===== config.mk =====
export PLATFORM = sky130hd
export DESIGN_NAME = fbdr_out_fifo
export DESIGN_NICKNAME = d
export VERILOG_FILES = /design/src/fbdr_pkg.sv /design/src/fbdr_out_fifo.sv
export SDC_FILE = /design/constraint.sdc
export NUM_CORES = 1
export LEC_CHECK = 0
export ABC_CLOCK_PERIOD_IN_PS = 8700
export CAP_MARGIN = 20
export CORE_MARGIN = 5
export CORE_UTILIZATION = 59
export DETAILED_ROUTE_END_ITERATION = 16
export DONT_BUFFER_PORTS = 1
export GPL_TIMING_DRIVEN = 0
export PLACE_DENSITY = 0.75
export SLEW_MARGIN = 20
export SYNTH_ARGS = -nofsm -noshare
export SYNTH_HDL_FRONTEND = slang
export SYNTH_SLANG_ARGS = --single-unit

===== constraint.sdc =====
create_clock -name clk -period 8.7 [get_ports clk]
set_clock_uncertainty 0.2 [all_clocks]
set_input_delay 0 -clock clk [delete_from_list [all_inputs] [get_ports clk]]
set_output_delay 0 -clock clk [all_outputs]
set_load 0.005 [all_outputs]

===== src/fbdr_pkg.sv =====
// ----------------------------------------------------------------------------
// fbdr_pkg
// Shared types, codes and the CRC-32 byte step for the firmware block
// download receiver.
// ----------------------------------------------------------------------------
package fbdr_pkg;

  typedef struct packed {
    logic [1:0] operation;
    logic [7:0] rx_byte;
    logic       flash_ok;
  } fbdr_in_t;

  typedef struct packed {
    logic [2:0]  kind;
    logic [31:0] flash_address;
    logic [31:0] program_data;
    logic        last;
  } fbdr_out_t;

  // Up to two results per input transaction enter the result queue at once.
  typedef struct packed {
    logic [1:0] n;
    fbdr_out_t  e0;
    fbdr_out_t  e1;
  } fbdr_push_t;

  localparam logic [1:0] OP_BYTE    = 2'd0;
  localparam logic [1:0] OP_TIMEOUT = 2'd1;
  localparam logic [1:0] OP_FLASH   = 2'd2;
  localparam logic [1:0] OP_START   = 2'd3;

  localparam logic [2:0] K_READY     = 3'd0;
  localparam logic [2:0] K_BADSIZE   = 3'd1;
  localparam logic [2:0] K_ERASE     = 3'd2;
  localparam logic [2:0] K_PROG      = 3'd3;
  localparam logic [2:0] K_ERASEFAIL = 3'd4;
  localparam logic [2:0] K_OK        = 3'd5;
  localparam logic [2:0] K_RESEND    = 3'd6;
  localparam logic [2:0] K_DONE      = 3'd7;

  localparam logic CFG_BASE = 1'b0;
  localparam logic CFG_MAX  = 1'b1;

  localparam logic [31:0] CRC_POLY   = 32'hEDB88320;
  localparam logic [31:0] CRC_INIT   = 32'hFFFFFFFF;
  localparam logic [31:0] BASE_RESET = 32'h08004000;
  localparam logic [24:0] MAX_RESET  = 25'(256 * 1024 - 16 * 1024);

  function automatic logic [31:0] crc_byte(input logic [31:0] crc, input logic [7:0] b);
    logic [31:0] c;
    c = crc ^ {24'd0, b};
    for (int j = 0; j < 8; j++) begin
      c = (c >> 1) ^ (c[0] ? CRC_POLY : 32'd0);
    end
    return c;
  endfunction

endpackage


===== src/fbdr_out_fifo.sv =====
// ----------------------------------------------------------------------------
// fbdr_out_fifo
// Four-entry result queue, takes up to two results a cycle, gives one while out_stall is low.
// ----------------------------------------------------------------------------
module fbdr_out_fifo import fbdr_pkg::*; (
  input  logic       clk,
  input  logic       rst_n,
  input  fbdr_push_t push,
  input  logic       out_stall,
  output logic       out_valid,
  output fbdr_out_t  out_data,
  output logic [2:0] level
);

  fbdr_out_t  q_r [4];
  logic [1:0] head_r, tail_r;
  logic [2:0] cnt_r;
  logic       pop;

  assign out_valid = (cnt_r != 3'd0);
  assign out_data  = q_r[head_r];
  assign pop       = out_valid && !out_stall;
  assign level     = cnt_r;

  always_ff @(posedge clk) begin
    if (!rst_n) begin
      head_r <= '0;
      tail_r <= '0;
      cnt_r  <= '0;
    end else begin
      head_r <= head_r + {1'b0, pop};
      tail_r <= tail_r + push.n;
      cnt_r  <= cnt_r + {1'b0, push.n} - {2'b0, pop};
    end
  end

  always_ff @(posedge clk) begin
    if (push.n != 2'd0) begin
      q_r[tail_r] <= push.e0;
    end
    if (push.n == 2'd2) begin
      q_r[tail_r + 2'd1] <= push.e1;
    end
  end

endmodule


==> flow_summary.json, run 1 <==
{
  "worstMarginPinSlew_ns": 0.7662,
  "synthTopCellsByArea": "edfxtp_1 60%, mux2_2 18%, mux4_2 11%, mux2_4 3.2%, mux2_1 2.0%",
  "grt_pass1_wl_mm": 51.14,
  "slowest_delay_ns": 0.57,
  "htreeDepth": 1,
  "critical_path_arrival_ns": 2.94,
  "drt_iter0_drc": 581,
  "hold_viol_final": 0,
  "cts_setup_buffers": 0,
  "ant_nets": 0,
  "place.gp.congestion": 0.7685,
  "synth.distinct_cells": 31,
  "min_from": "push[39]",
  "core.rowCount": 55,
  "critPathRequiredTime_ns": 8.77,
  "fin_nets": 1106,
  "powerDensity_nw_per_um2": 206.8,
  "r2r-start": "tail_r[1]",
  "seqCellArea_um2": 8308,
  "die_h_um": 162.0,
  "syn_inst": 705,
  "synth_top_cell_by_area": "edfxtp_1",
  "avgViaCountPerCell": 6.203,
  "dp.cells": 1004,
  "p_leak_uw": 0.005863,
  "port-buffer-count": 0,
  "path_buf_inv": 4,
  "ir_drop_mv": 0.1845,
  "critical_path.top_delay_family": "buffers and inverters",
  "area_delta_synth_final_pct": 26.70,
  "start_util": 0.5999,
  "cts_tree": "done",
  "slew_headroom": 0.4880,
  "setup_violations": 0,
  "finalCriticalPeriod_ns": 2.870,
  "drive_above_1_share": 0.4210,
  "clock_latency_ns": 0.53,
  "slew_violations": 0,
  "fmax_mhz": 348.5,
  "clock_sinks": 279,
  "finalCritPeriodShare": 0.3298,
  "die_w_um": 162.0,
  "syn_area_um2": 13620,
  "critPathKind": "flop to flop",
  "cts_buffer_depth": 3,
  "cp-startpoint": "tail_r[1]",
  "grt_pass1_vias": 8703,
  "synth_nets": 850,
  "drv_cap": 0,
  "p_total_uw": 3570,
  "synth_top_area_share": 0.5995,
  "wire_per_inst_um": 26.37,
  "dp_hpwl_mm": 20.32,
  "clk_pin_slew_ns": 0.06,
  "die_area_um2": 26230,
  "rsz0062_at_grt": "false",
  "synth_warnings": 0,
  "tns_ns": 0,
  "core_area_um2": 22710,
  "drt_wl_total_mm": 33.46,
  "fillers": 1312,
  "crit_path_top_delay_cell": "dlygate4sd3_1",
  "post-route-util": 0.7601,
  "ys_ff_latch": 279,
  "first_pass_iters": 4,
  "ys_seq_area_frac": 0.6098,
  "cts-buffers-inserted": 29,
  "antenna_found_initial": 2,
  "dr_total_vias": 7871,
  "cts-resized-gates": 0,
  "overflow": 0,
  "cts_root_buf": "clkbuf_16",
  "drc": 0,
  "multiInputGateArea_um2": 5020,
  "avgSynthCellArea_um2": 19.33,
  "cp-start-kind": "flop",
  "ios": 213,
  "grt_max_degree": 42,
  "path_cells": "buf_2, nor4_4, buf_4, buf_6, mux2_1, dlygate4sd3_1",
  "grtUsageTotal": 0.2528,
  "fin_cells": 1269,
  "status": "complete, no violations",
  "hold_class": "input pin to flop",
  "endpoint_kind": "flop",
  "path_max_fanout": 10
}
-- power breakdown --
| part | internal (uW) | switching [uW] |
|---|---|---|
| Sequential | 1640 | 40.3 |
| Combinational | 392 | 369 |
| Clock | 634 | 492 |
-- flip-flops by register name, indices dropped and copies added (netlist names) --
signal and flops:
head_r 2, level 3, q_r 272, tail_r 2
-- kinds of logic (layout without fill, tap and decap cells) --
logic type	after synthesis	count (layout)	synth area share
XOR/XNOR	4	4	0.002572
other	0	3	0
flip-flops	279	279	0.6098
adder cells (fa/ha/maj)	4	4	0.004225
buffers and inverters	51	327	0.02443
AND/OR/NAND/NOR	19	19	0.009918
AO/OA/AOI/OAI	8	8	0.003856
multiplexers	340	340	0.3452
-- repair_timing --
action                                  in CTS  in global routing
hold buffers                               211                  0
hold endpoints to repair                   292                  0
endpoints found under the setup margin       0                  0
-- synthesized netlist by cell type --
master,n
inv_1,4
xor2_1,1
nor2b_2,1
xnor2_1,3
dfxtp_1,7
and2_1,4
nor2b_1,2
mux2_1,24
mux2_4,29
o21ai_0,2
a21o_1,2
edfxtp_1,272
or3_1,2
fa_1,1
mux2_2,219
buf_6,9
buf_2,20
a21boi_0,2
nor2_1,3
mux4_2,68
clkbuf_1,7
buf_4,10
nand3_2,1
ha_1,3
nor3_1,2
a21oi_1,1
buf_8,1
and3b_1,2
nor4_4,1
nand2b_1,1
o31ai_1,1
-- final cells by class --
cell class / count / area share
Clock buffer: 35 / 0.04335
Inverter: 4 / 0.0008698
Buffer: 47 / 0.01841
Tap cell: 285 / 0.02066
Timing Repair Buffer: 225 / 0.1387
Clock inverter: 16 / 0.005436
Sequential cell: 279 / 0.4813
Multi-Input combinational cell: 375 / 0.2908
Antenna cell: 3 / 0.0004349
-- per-layer routing --
layer,vias up,share of wire,track usage
li1,3428,-,-
met1,4089,0.38,0.3122
met2,292,0.52,0.4467
met3,62,0.074,0.05861
met4,0,0.024,0.07689
met5,-,0,0
-- cells in the final DEF (no fill, tap or decap), types with 3 or more instances in the layout --
cell and instances:
mux2_1 24, clkbuf_16 29, ha_1 3, clkbuf_1 13
xnor2_1 3, buf_4 10, edfxtp_1 272, diode_2 3
dlygate4sd3_1 211, mux2_4 29, buf_16 6, clkinv_1 9
mux4_2 68, and2_1 4, buf_2 20, clkinv_2 6
mux2_2 219, buf_6 11, inv_1 4, dfxtp_1 7
buf_8 6
-- stage by stage --
step / hold WS [ns] / instance area [um2] / setup slack, ns
finish: 0.02876 / 17260 / 5.830
global route: 0.01306 / 17260 / 5.741
CTS: 0.00004291 / 17250 / 5.851
detailed placement: -0.06344 / 14300 / 6.076
global placement: -0.07417 / 13980 / -1.931
floorplan: -0.07829 / 13620 / 2.389
-- worst paths after layout --
kind / end / slack (ns) / depth (start not counted)
max: q_r[1][51] / 5.83 / 6
min: q_r[2][39] / 0.03 / 2
max reg2reg: q_r[1][51] / 5.83 / 6
min reg2reg: level[2] / 0.50 / 2
(Power assumes the default switching activity.)
==> run 2, diff against run 1 <==
--- a/config.mk
+++ b/config.mk
@@ -5,7 +5,7 @@
 export SDC_FILE = /design/constraint.sdc
 export NUM_CORES = 1
 export LEC_CHECK = 0
-export ABC_CLOCK_PERIOD_IN_PS = 8700
+export ABC_CLOCK_PERIOD_IN_PS = 2690
 export CAP_MARGIN = 20
 export CORE_MARGIN = 5
 export CORE_UTILIZATION = 59
==> constraint.sdc (replaced) <==
create_clock -name clk -period 2.69 [get_ports clk]
set_clock_uncertainty 0.2 [all_clocks]
set_input_delay 0 -clock clk [delete_from_list [all_inputs] [get_ports clk]]
set_output_delay 0 -clock clk [all_outputs]
set_load 0.005 [all_outputs]
==> flow_summary.json, run 2 (synthesis gave the netlist of run 1 again) <==
{
  "avgViaCountPerCell": 6.137,
  "ios": 213,
  "antenna_found_initial": 0,
  "cp-startpoint": "head_r[0]",
  "critPathKind": "flop to output pin",
  "worstMarginPinSlew_ns": 0.7249,
  "cp-start-kind": "flop",
  "p_comb_frac": 0.201,
  "rsz0062_at_grt": "true",
  "start_util": 0.5999,
  "clock_sinks": 279,
  "p_seq_frac": 0.457,
  "clk_pin_slew_ns": 0.06,
  "diodes": 0,
  "place.gp.congestion": 0.7560,
  "min_from": "push[136]",
  "p_switching_uw": 2970,
  "dp.cells": 1004,
  "drc": 0,
  "port-buffer-count": 0,
  "status": "complete, no violations",
  "cts-buffers-inserted": 29,
  "htreeDepth": 1,
  "fin_ws_ns": 0.1203,
  "switching_share": 0.2487,
  "endpoint_kind": "output pin",
  "cts_setup_buffers": 0,
  "ant_nets": 0,
  "grt_pass1_vias": 8557,
  "area_delta_synth_final_pct": 25.70,
  "critPathRequiredTime_ns": 2.49,
  "fin_cells": 1244,
  "cts_buffer_depth": 3,
  "first_pass_iters": 4,
  "multiInputGateArea_um2": 5020,
  "drt_wl_total_mm": 32.76,
  "ir_drop_mv": 0.6663,
  "core.rowCount": 55,
  "fmax_mhz": 389.1,
  "p_leak_uw": 0.005788,
  "setup_violations": 0,
  "powerDensity_nw_per_um2": 697.2,
  "p_int_uw": 8970,
  "dr_total_vias": 7635,
  "fillers": 1305,
  "seqCellArea_um2": 8309,
  "fin_nets": 1081,
  "finalCritPeriodShare": 0.9553,
  "dp_hpwl_mm": 20.12,
  "die_h_um": 162.0,
  "mostFrequentLayoutCells": "272 x edfxtp_1, 219 x mux2_2, 187 x dlygate4sd3_1",
  "drive_above_1_share": 0.4411,
  "core_area_um2": 22710,
  "wire_per_inst_um": 26.33,
  "clock_latency_ns": 0.54,
  "die_area_um2": 26230,
  "finalCriticalPeriod_ns": 2.570,
  "pre_cts_slack_ns": 0.09961,
  "path_max_fanout": 10,
  "r2r-start": "tail_r[1]",
  "hold_viol_final": 0,
  "cts_tree": "done",
  "die_w_um": 162.0,
  "power_frac_clock": 0.343,
  "hold_class": "input pin to flop",
  "drt_iter0_drc": 586,
  "slew_headroom": 0.5157,
  "cts_root_buf": "clkbuf_16",
  "grt_pass1_wl_mm": 49.58,
  "slew_violations": 0,
  "largest_reg_flops": 272,
  "overflow": 0,
  "layout_commonest_cell": "edfxtp_1",
  "grtUsageTotal": 0.2464,
  "critical_path_arrival_ns": 2.37,
  "top_register": "q_r",
  "grt_max_degree": 36,
  "drv_cap": 0
}
-- run 2: worst max-delay path: stages, from the launching register on --
cell and delay (ns):
dfxtp_1 0.30, clkbuf_1 0.45, buf_2 0.46, mux4_2 0.61
-- run 2: cell type report --
| type | count | share of cell area |
|---|---|---|
| Clock inverter | 14 | 0.01103 |
| Tap cell | 285 | 0.02082 |
| Timing Repair Buffer | 201 | 0.1241 |
| Sequential cell | 279 | 0.4852 |
| Multi-Input combinational cell | 375 | 0.2931 |
| Clock buffer | 40 | 0.04595 |
| Buffer | 46 | 0.01899 |
| Inverter | 4 | 0.0008767 |
-- run 2: what timing repair did --
action	in CTS	in global routing
hold buffers	187	0
gates resized for setup	0	2
endpoints found under the setup margin	0	21
endpoints found under the hold margin	291	0
-- run 2: per-stage QoR --
stage	hold slack, ns	setup TNS (ns)	area [um2]	power [uW]	utilization
2_1_floorplan	-0.07836	-42.44	13650	6993	-
3_3_place_gp	-0.07393	-405.25	14010	7486	0.6169
3_5_place_dp	-0.07188	0	14280	7634	0.6287
4_1_cts	0.01871	0	17130	11990	0.7541
5_1_grt	0.05869	-0.05949	17130	12380	0.7542
6_report	0.03767	0	17130	11940	0.7542
-- run 2: layer usage --
metal / vias to the layer above / wire length (um) / global-route usage
li1: 3356 / - / -
met1: 3979 / 12620 / 0.3014
met2: 245 / 17280 / 0.4422
met3: 55 / 2054 / 0.05836
met4: 0 / 806 / 0.06613
met5: - / 0 / 0
-- run 2: worst paths after layout --
check | endpoint | cells past startpoint | slack (ns)
setup reg to reg | q_r[3][45] | 7 | 0.13
hold / removal | q_r[1][65] | 3 | 0.04
hold reg to reg | level[2] | 2 | 0.50
setup / recovery | out_data[18] | 3 | 0.12
-- run 2: power groups by stage --
stage | Clock [uW] | Sequential, uW | Combinational [uW]
floorplan | 0 | 5490 | 1500
global placement | 0 | 5540 | 1940
detailed placement | 0 | 5530 | 2100
CTS | 4120 | 5440 | 2430
global route | 4330 | 5480 | 2570
finish | 4090 | 5450 | 2400
==> run 3, diff against run 2 <==
--- a/config.mk
+++ b/config.mk
@@ -7,12 +7,13 @@
 export LEC_CHECK = 0
 export ABC_CLOCK_PERIOD_IN_PS = 2690
 export CAP_MARGIN = 20
-export CORE_MARGIN = 5
-export CORE_UTILIZATION = 59
+export CELL_PAD_IN_SITES_DETAIL_PLACEMENT = 0
+export CELL_PAD_IN_SITES_GLOBAL_PLACEMENT = 1
+export CORE_UTILIZATION = 55
 export DETAILED_ROUTE_END_ITERATION = 16
 export DONT_BUFFER_PORTS = 1
 export GPL_TIMING_DRIVEN = 0
-export PLACE_DENSITY = 0.75
+export PLACE_DENSITY_LB_ADDON = 0.1
 export SLEW_MARGIN = 20
 export SYNTH_ARGS = -nofsm -noshare
 export SYNTH_HDL_FRONTEND = slang
==> flow_summary.json, run 3 (synthesis gave the netlist of run 1 again) <==
{
  "status": "complete, no violations",
  "clock_sinks": 279,
  "largest_reg_flops": 272,
  "dr_total_vias": 7592,
  "cts-buffers-inserted": 29,
  "ir_drop_mv": 0.4066,
  "reg2reg_slack_ns": 0.09,
  "fin_cells": 1290,
  "fillers": 1539,
  "path_max_fanout": 10,
  "cts_root_buf": "clkbuf_16",
  "fin_nets": 1091,
  "critical_path_arrival_ns": 2.68,
  "tns_ns": 0,
  "top_register": "q_r",
  "p_leak_uw": 0.005786,
  "fmax_mhz": 385.1,
  "dp_hpwl_mm": 19.82,
  "clock_latency_ns": 0.54,
  "finalCritPeriodShare": 0.9653,
  "area_delta_synth_final_pct": 26.01,
  "switching_share": 0.2507,
  "critPathRequiredTime_ns": 2.77,
  "endpoint_kind": "flop",
  "rsz0062_at_grt": "false",
  "p_switching_uw": 2886,
  "dpl_cell_area_um2": 14360,
  "drt_wl_total_mm": 31.83,
  "worstMarginPinSlew_ns": 0.6991,
  "p_seq_frac": 0.472,
  "first_pass_iters": 4,
  "slew_violations": 0,
  "pre_cts_slack_ns": 0.1340,
  "wire_per_inst_um": 24.67,
  "mostFrequentLayoutCells": "272 x edfxtp_1, 219 x mux2_2, 195 x dlygate4sd3_1",
  "grtUsageTotal": 0.2551,
  "rr_worst_depth": 5,
  "hold_class": "input pin to flop",
  "layout_commonest_cell": "edfxtp_1",
  "p_int_uw": 8625,
  "cts_buffer_depth": 3,
  "powerDensity_nw_per_um2": 670.5,
  "dp.cells": 1044,
  "grt_max_degree": 37,
  "antenna_found_initial": 2,
  "critPathKind": "flop to flop",
  "p_comb_frac": 0.210,
  "drt_iter0_drc": 491,
  "die_h_um": 159.4,
  "cp-start-kind": "flop",
  "clk_pin_slew_ns": 0.06,
  "htreeDepth": 1,
  "post-route-util": 0.7059,
  "die_w_um": 159.4,
  "finalCriticalPeriod_ns": 2.597,
  "die_area_um2": 25410,
  "start_util": 0.5602,
  "overflow": 0,
  "fin_ws_ns": 0.09343,
  "avgViaCountPerCell": 5.885,
  "core_area_um2": 24320,
  "hold_viol_final": 0,
  "ant_nets": 0,
  "drive_above_1_share": 0.4274,
  "hold_depth": 2,
  "setup_violations": 0,
  "drv_cap": 0,
  "drc": 0,
  "core.rowCount": 57,
  "grt_pass1_vias": 8475,
  "cts_setup_buffers": 0,
  "grt_pass1_wl_mm": 49.20,
  "port-buffer-count": 0,
  "power_frac_clock": 0.318,
  "slew_headroom": 0.5339,
  "fin_area_um2": 17170,
  "place.gp.congestion": 0.7582,
  "ios": 213,
  "cts_tree": "done"
}
## run 3: repair_timing
item / 4_1_cts / 5_1_grt
hold endpoints to repair: 304 / 0
endpoints found under the setup margin: 0 / 14
resized for setup: 0 / 9
hold buffers: 195 / 0
## run 3: critical path, stage by stage (launching register included)
cell and delay [ns]:
dfxtp_1 0.31, buf_6 0.15, nor4_4 0.46, buf_4 0.31, mux2_2 0.36, dlygate4sd3_1 0.56
## run 3: stage by stage
| stage | hold slack [ns] | total power [uW] |
|---|---|---|
| floorplan | -0.07836 | 6993 |
| global placement | -0.07532 | 7479 |
| detailed placement | -0.07113 | 7626 |
| CTS | 0.06200 | 11580 |
| global route | 0.09700 | 11930 |
| finish | 0.08795 | 11510 |
## run 3: layer usage
| layer | GRT usage | up-vias | routed length [um] |
|---|---|---|---|
| li1 | - | 3385 | - |
| met1 | 0.3169 | 3908 | 12740 |
| met2 | 0.4514 | 243 | 16520 |
| met3 | 0.05314 | 56 | 1865 |
| met4 | 0.07343 | 0 | 701 |
| met5 | 0 | - | 0 |
## run 3: final cells by class
cell class                 instances  area, um2  share of cell area
sequential                       279       8309              0.4840
multi-input combinational        375       5020              0.2924
timing repair buffer             210       2240              0.1305
clock buffer                      40      767.0             0.04468
tap                              324      405.4             0.02361
buffer                            47      336.6             0.01961
clock inverter                     9      70.07            0.004081
inverter                           4      15.01           0.0008746
antenna                            2      5.005           0.0002915
## run 3: path summary, 6_finish.rpt
| kind | from | end |
|---|---|---|
| setup / recovery | tail_r[1] | q_r[1][16] |
| hold / removal | push[132] | q_r[1][64] |
| setup reg to reg | tail_r[1] | q_r[1][16] |
| hold reg to reg | level[2] | level[2] |
## run 3: power groups by stage
| stage | Sequential [uW] | Clock (uW) | Combinational, uW |
|---|---|---|---|
| after floorplan | 5490 | 0 | 1500 |
| after global placement | 5540 | 0 | 1940 |
| after detailed placement | 5530 | 0 | 2100 |
| after CTS | 5440 | 3710 | 2430 |
| after global routing | 5470 | 3880 | 2580 |
| final | 5430 | 3670 | 2410 |
